===== src/design/assert_macros.svh =====
// Assertion macros shared by the RTL. Synthesis builds see empty bodies.
`ifndef ASSERT_MACROS_SVH
`define ASSERT_MACROS_SVH
`ifndef SYNTHESIS
// Check a clocked property; skipped while reset is high.
`define ASSERT_PROP(label, clk, rst, prop, msg) \
   label: assert property (@(posedge clk) disable iff (rst) prop) else $error(msg);
// Check that a condition never holds at a clock edge.
`define ASSERT_NEVER(label, clk, rst, expr, msg) \
   label: assert property (@(posedge clk) disable iff (rst) !(expr)) else $error(msg);
`else
`define ASSERT_PROP(label, clk, rst, prop, msg)
`define ASSERT_NEVER(label, clk, rst, expr, msg)
`endif
`endif


===== src/design/sobel_pkg.sv =====
`timescale 1ns / 1ps

package sobel_pkg;

   localparam int MAX_WIDTH_DEFAULT  = 1024;
   localparam int FRAME_WIDTH_RESET  = 512;
   localparam int FRAME_HEIGHT_RESET = 512;
   localparam int MIN_DIM            = 2;

   localparam int PIX_W        = 8;
   localparam int CFG_WIDTH_W  = 11;
   localparam int CFG_HEIGHT_W = 16;
   localparam int ROW_W        = CFG_HEIGHT_W + 1;
   localparam int CSR_INDEX_W  = 1;
   localparam int CSR_DATA_W   = 16;

   localparam int ROOT_STEPS = 8;
   localparam int STEP_W     = 3;

   localparam logic [PIX_W-1:0] MAG_MAX = 8'd255;

   localparam logic [CSR_INDEX_W-1:0] CSR_FRAME_WIDTH  = 1'b0;
   localparam logic [CSR_INDEX_W-1:0] CSR_FRAME_HEIGHT = 1'b1;

   localparam logic ACTION_PIXEL = 1'b0;
   localparam logic ACTION_DRAIN = 1'b1;

   typedef struct packed {
      logic             action;
      logic [PIX_W-1:0] pixel_value;
   } req_item_type;

   typedef struct packed {
      logic [PIX_W-1:0] edge_magnitude;
      logic             frame_last;
   } rsp_item_type;

   typedef enum logic [2:0] {
      ST_IDLE,
      ST_FETCH,
      ST_GRAD,
      ST_SQUARE,
      ST_ROOT,
      ST_DONE
   } state_type;

   typedef struct packed {
      logic capture;
      logic advance;
      logic grad_load;
      logic grad_post;
      logic square_load;
      logic root_step;
      logic out_load;
   } dp_cmd_type;

   typedef struct packed {
      logic item_useful;
      logic pre_needed;
      logic post_needed;
      logic root_last;
      logic out_free;
   } dp_status_type;

endpackage


===== src/design/sobel_ctrl.sv =====
`timescale 1ns / 1ps
`include "assert_macros.svh"

module sobel_ctrl import sobel_pkg::*; (
   input  logic          clock,
   input  logic          reset,
   input  logic          req_valid,
   output logic          req_stall,
   output dp_cmd_type    cmd,
   input  dp_status_type status
);

   state_type state_ff;
   state_type state_in;

   always_ff @(posedge clock) begin
      if (reset) begin
         state_ff <= ST_IDLE;
      end else begin
         state_ff <= state_in;
      end
   end

   always_comb begin
      state_in  = state_ff;
      cmd       = '0;
      req_stall = 1'b1;
      unique case (state_ff)
         ST_IDLE: begin
            req_stall = 1'b0;
            // drop items that do nothing in this phase of the frame
            if (req_valid && status.item_useful) begin
               cmd.capture = 1'b1;
               state_in    = ST_FETCH;
            end
         end
         ST_FETCH: begin
            cmd.advance = 1'b1;
            if (status.pre_needed) begin
               cmd.grad_load = 1'b1;
               state_in      = ST_SQUARE;
            end else if (status.post_needed) begin
               state_in = ST_GRAD;
            end else begin
               state_in = ST_IDLE;
            end
         end
         ST_GRAD: begin
            cmd.grad_load = 1'b1;
            cmd.grad_post = 1'b1;
            state_in      = ST_SQUARE;
         end
         ST_SQUARE: begin
            cmd.square_load = 1'b1;
            state_in        = ST_ROOT;
         end
         ST_ROOT: begin
            cmd.root_step = 1'b1;
            if (status.root_last) begin
               state_in = ST_DONE;
            end
         end
         ST_DONE: begin
            // hold until the output register is free
            if (status.out_free) begin
               cmd.out_load = 1'b1;
               state_in     = ST_IDLE;
            end
         end
         default: begin
            state_in = ST_IDLE;
         end
      endcase
   end

   `ASSERT_PROP(a_root_holds, clock, reset, state_ff == ST_ROOT && !status.root_last |=> state_ff == ST_ROOT, "root iteration left early")
   `ASSERT_PROP(a_capture_stalls, clock, reset, cmd.capture |=> req_stall, "input taken while busy")
   `ASSERT_NEVER(a_one_result, clock, reset, state_ff == ST_FETCH && status.pre_needed && status.post_needed, "two results from one item")

endmodule


===== config.mk =====
export PLATFORM = sky130hd
export DESIGN_NAME = sobel_ctrl
export DESIGN_NICKNAME = d
export VERILOG_FILES = /design/src/design/sobel_pkg.sv /design/src/design/sobel_ctrl.sv
export VERILOG_INCLUDE_DIRS = /design/src /design/src/design
export SDC_FILE = /design/constraint.sdc
export NUM_CORES = 1
export LEC_CHECK = 0
export BUFFER_PORTS_ARGS = -buffer_cell sky130_fd_sc_hd__buf_2
export CORE_AREA = 3 3 40 42
export DETAILED_ROUTE_END_ITERATION = 10
export DIE_AREA = 0 0 43 45
export PLACE_DENSITY = 0.46
export SYNTH_ARGS = -nofsm -noshare
export SYNTH_HDL_FRONTEND = slang
export SYNTH_SLANG_ARGS = --single-unit

===== constraint.sdc =====
create_clock -name clock -period 2.5 [get_ports clock]
set_clock_uncertainty 0.2 [all_clocks]
set_input_delay 0.125 -clock clock [delete_from_list [all_inputs] [get_ports clock]]
set_output_delay 0.125 -clock clock [all_outputs]
set_load 0.02 [all_outputs]

[After elaboration in Yosys (flattened, before gate mapping)]
Cells that the tools add are included.
Widths: inputs -> output; s select.
Cells by class
  equality and inequality tests: 8
  multiplexer cells: 17
  reduce and logical (&&, ||, !) cells: 3
Operators with widths (number)
  $pmux 3 s6: 1
  $mux 3: 4
  $mux 1: 10
  $eq 3x2->1 const B: 2
  $eq 3x3->1 const B: 2
  $ne 2x2->1 const B: 3
  $eq 3x1->1 const B: 1
  $logic_not 3->1: 1
  $reduce_and 3->1: 1
  $mux 2: 1
  $pmux 1 s2: 1
  $logic_and 1x1->1: 1
Word-level totals
  register bits: 3
  bits of input ports: 8
  output and inout port bits: 8
  logic and storage cells: 29

[Depth between registers and ports, before layout]
  word-level depth: 3
  depth in mapped cells: 4

[Worst setup path before layout]
No wires, ideal clock.
  path type: flip-flop to output port
  start: reg state_ff[2]
  end: out cmd[4] (netlist bit)
  arrival: 1.336 ns
  slack: 0.839 ns
  cell stages (with the launch flop): 5
  buffers on the path: 1
  cell sequence: dfxtp_1 -> buf_4 -> nor3b_1 -> inv_2 -> nand2_1
RTL lines
  from (decl): line sobel_ctrl.sv:13  | state_type state_ff;
  from (signal assigned): line sobel_ctrl.sv:20  | state_ff <= state_in;
  to (decl): line sobel_ctrl.sv:9  | output dp_cmd_type cmd,

[Final worst setup path]
  start: reg state_ff[1]
  end: reg state_ff[1]
On the way
  word-level cells in the longest chain between the ends: 3
  elaborated cells between the ends (all ways): 11
  classes of those cells: 8 x eq/ne; 1 x mux; 2 x reduce/logical
RTL lines
  $eq 3x3->1 / $logic_not 3->1 (equally long branches): line sobel_ctrl.sv:28  | unique case (state_ff)
  $ne 2x2->1 (no source line)
  $reduce_and 3->1 (no source line)
Parallel ways exist; a longest one is shown, timed or not.
A chain may end at the register's enable or synchronous reset.

==> impl_results.md <==
- TritonRoute pass-1 iters: 3
- WP data arrival: 1.79 ns
- Rel. slew slack: 75.8%
- All-Layer GR Usage: 6.32%
- Final #Nets: 55
- Post-route DRC violation count: 0
- Hold Path Class: in -> reg
- Post-Layout Cell Count: 61
- Unrepaired setup endpoints after global routing: false
- Tcrit/Tclk final: 72.9%
- Clock Latency Late Sink: 0.23 ns
- Register area share after synthesis: 25.0%
- FF-to-FF End: state_ff[1]
- Synth area leaders: dfxtp_1, nor3b_4, and3b_1, a21oi_1, nor3b_1
- Min Hold Slack: 0.0282 ns
- Routed wire per std cell: 8.87 µm
- Layout area overhead: 50.5%
- Worst-case reg-to-reg path depth: 4
- R2R Setup Slk: 0.68 ns
- Crit path from: state_ff[1]
- CP Capture Point: state_ff[1]
- Syn_nets: 35
- Number of routed nets with antenna violations: 0
- Starting density of the core: 18.7%
- Initial antenna violation count: 0
- Post-Synthesis Cell Area: 240 µm²
- Die ar.: 0.00194 mm²
- First-pass GRT wire length: 876 µm
- Post-Place Setup Slack: 1.05 ns
- Synth area leader: dfxtp_1
- Peak VDD IR: 0.000162 V
- Period minus WS final: 1.82 ns
- Root Buffer: clkbuf_4
- Mapped Cells: 27
- Max Slew Vio Count: 0
- Clock Path Buffers: 2
- Port Buf Inserts: 15
- Layout cells sized above 1: 50.0%
- CP endpoint kind: register
- Largest net degree at the start of global routing: 12
- Clk pin slew, worst setup/hold paths: 0.04 ns
- CTS tree: built
- Drt total wl: 541 µm
- WP data required: 2.47 ns
- H-tree depth: 1
- Final HPWL DP: 421 µm
- Number of flip-flops in the largest register: 3
- Status: finished clean
- Via density: 4.10
- Top reg by flops: state_ff
- Worst-path fanout max: 10
- Iteration-0 DRC Markers: 7
- Final Wtd Congestion: 0.602
- Core area: 0.00128 mm²
- Vias: 250
- Hold violation count in the final report: 0
- Die X: 43 µm
- Die Height: 45 µm
- Crit Path Category: reg -> reg
- Share of the synthesized area in the top cell type: 25.0%
- Worst-Margin Slew: 0.363 ns
- Largest regs: state_ff x3
- Synthesized area per cell: 8.90 µm²
- Post-CTS Resized: 0
- Site Rows: 13
- Via count of the first global-routing pass: 224
- Highest clock rate: 549 MHz
- # IOs: 16
- YS warnings: 0
- Grt ovf: 0
- Reg2reg start: state_ff[1]
- TritonCTS Buffers: 3
- Endpoints failing setup: 0
- Static Leak: 0.188 nW
- N_diodes: 0
- Final setup TNS: 0 ns
- Dpl cells: 55
- Number of max-cap violations: 0
- Clock sink count: 3
- Synth Register Bits: 3
- Setup WS post-layout: 0.678 ns
- Power density over the cells: 616 mW/mm²
- Synth unique cells: 18
- Critical path launch point type: register
## cells in the final DEF, fill, tap and decap left out
| cell type | count |
|---|---|
| buf_2 | 15 |
| nand2_1 | 3 |
| a21oi_1 | 3 |
| clkbuf_4 | 3 |
| dfxtp_1 | 3 |
| nor3b_1 | 2 |
| and3b_1 | 2 |
| nor2_1 | 2 |
| dlygate4sd3_1 | 2 |
| nor3b_2 | 1 |
| or3_1 | 1 |
| nor3b_4 | 1 |
| inv_2 | 1 |
| and4b_1 | 1 |
| nand4bb_1 | 1 |
| o21ai_2 | 1 |
| a21oi_2 | 1 |
| a211o_1 | 1 |
| o22ai_1 | 1 |
| clkbuf_1 | 1 |
## logic make-up after synthesis
group	Yosys count	synth area share (%)
AO/OA/AOI/OAI	7	19.8
AND/OR/NAND/NOR	14	45.8
flip-flops	3	25.0
buffers and inverters	3	9.37
## stage by stage
step	util (%)	area [µm²]	power, W
global route	28.1	362	0.000243
detailed placement	24.5	315	0.000137
finish	28.1	362	0.000223
CTS	28.1	362	0.000228
global placement	24.5	315	0.000138
floorplan	-	240	0.000118
## cells in the mapped netlist
cell type and number:
a21oi_1 3, dfxtp_1 3, nand2_1 3, and3b_1 2
nor2_1 2, nor3b_1 2, a211o_1 1, a21oi_2 1
and4b_1 1, buf_4 1, buf_6 1, inv_2 1
nand4bb_1 1, nor3b_2 1, nor3b_4 1, o21ai_2 1
o22ai_1 1, or3_1 1
## where the power goes
| group | internal [W] | switching [W] | total [W] |
|---|---|---|---|
| combinational | 0.0000358 | 0.0000379 | 0.0000738 |
| sequential | 0.0000530 | 0.0000126 | 0.0000656 |
| clock | 0.0000597 | 0.0000237 | 0.0000834 |
## repair_timing
action,4_1_cts,5_1_grt
setup buffers,0,0
hold buffers,2,0
hold endpoints to repair,3,0
setup endpoints to repair,0,0
## layout make-up
class | instances | area (µm²)
Sequential cell | 3 | 60.1
Inverter | 1 | 3.75
Tap cell | 15 | 18.8
Timing Repair Buffer | 17 | 95.1
Fill cell | 147 | 923
Clock buffer | 4 | 26.3
Multi-Input combinational cell | 21 | 158
## layer usage
| layer | GRT usage (%) | up-vias | routed length, µm | share of wire [%] |
|---|---|---|---|---|
| met5 | 0 | - | 0 | 0 |
| met4 | 7.23 | 0 | 0 | 0 |
| met3 | 1.59 | 0 | 54 | 10 |
| met2 | 8.98 | 9 | 243 | 45 |
| met1 | 7.19 | 105 | 243 | 45 |
| li1 | - | 136 | - | - |
## worst max-delay path, cell delays in order, from the launching register on
cell and delay (ns):
dfxtp_1 0.52, nor3b_1 0.32, inv_2 0.07, a21oi_2 0.11, dlygate4sd3_1 0.54
## how the worst min path moves through the flow
stage | from | end | slack (ns) | cells past startpoint
finish | status[0] | state_ff[0] | 0.03 | 3
global route | status[0] | state_ff[0] | 0.04 | 3
CTS | status[0] | state_ff[2] | 0.02 | 3
detailed placement | reset | state_ff[1] | 0.13 | 2
global placement | reset | state_ff[1] | 0.13 | 2
floorplan | reset | state_ff[1] | -0.01 | 1
No activity file was read; power rests on OpenSTA's default activity.
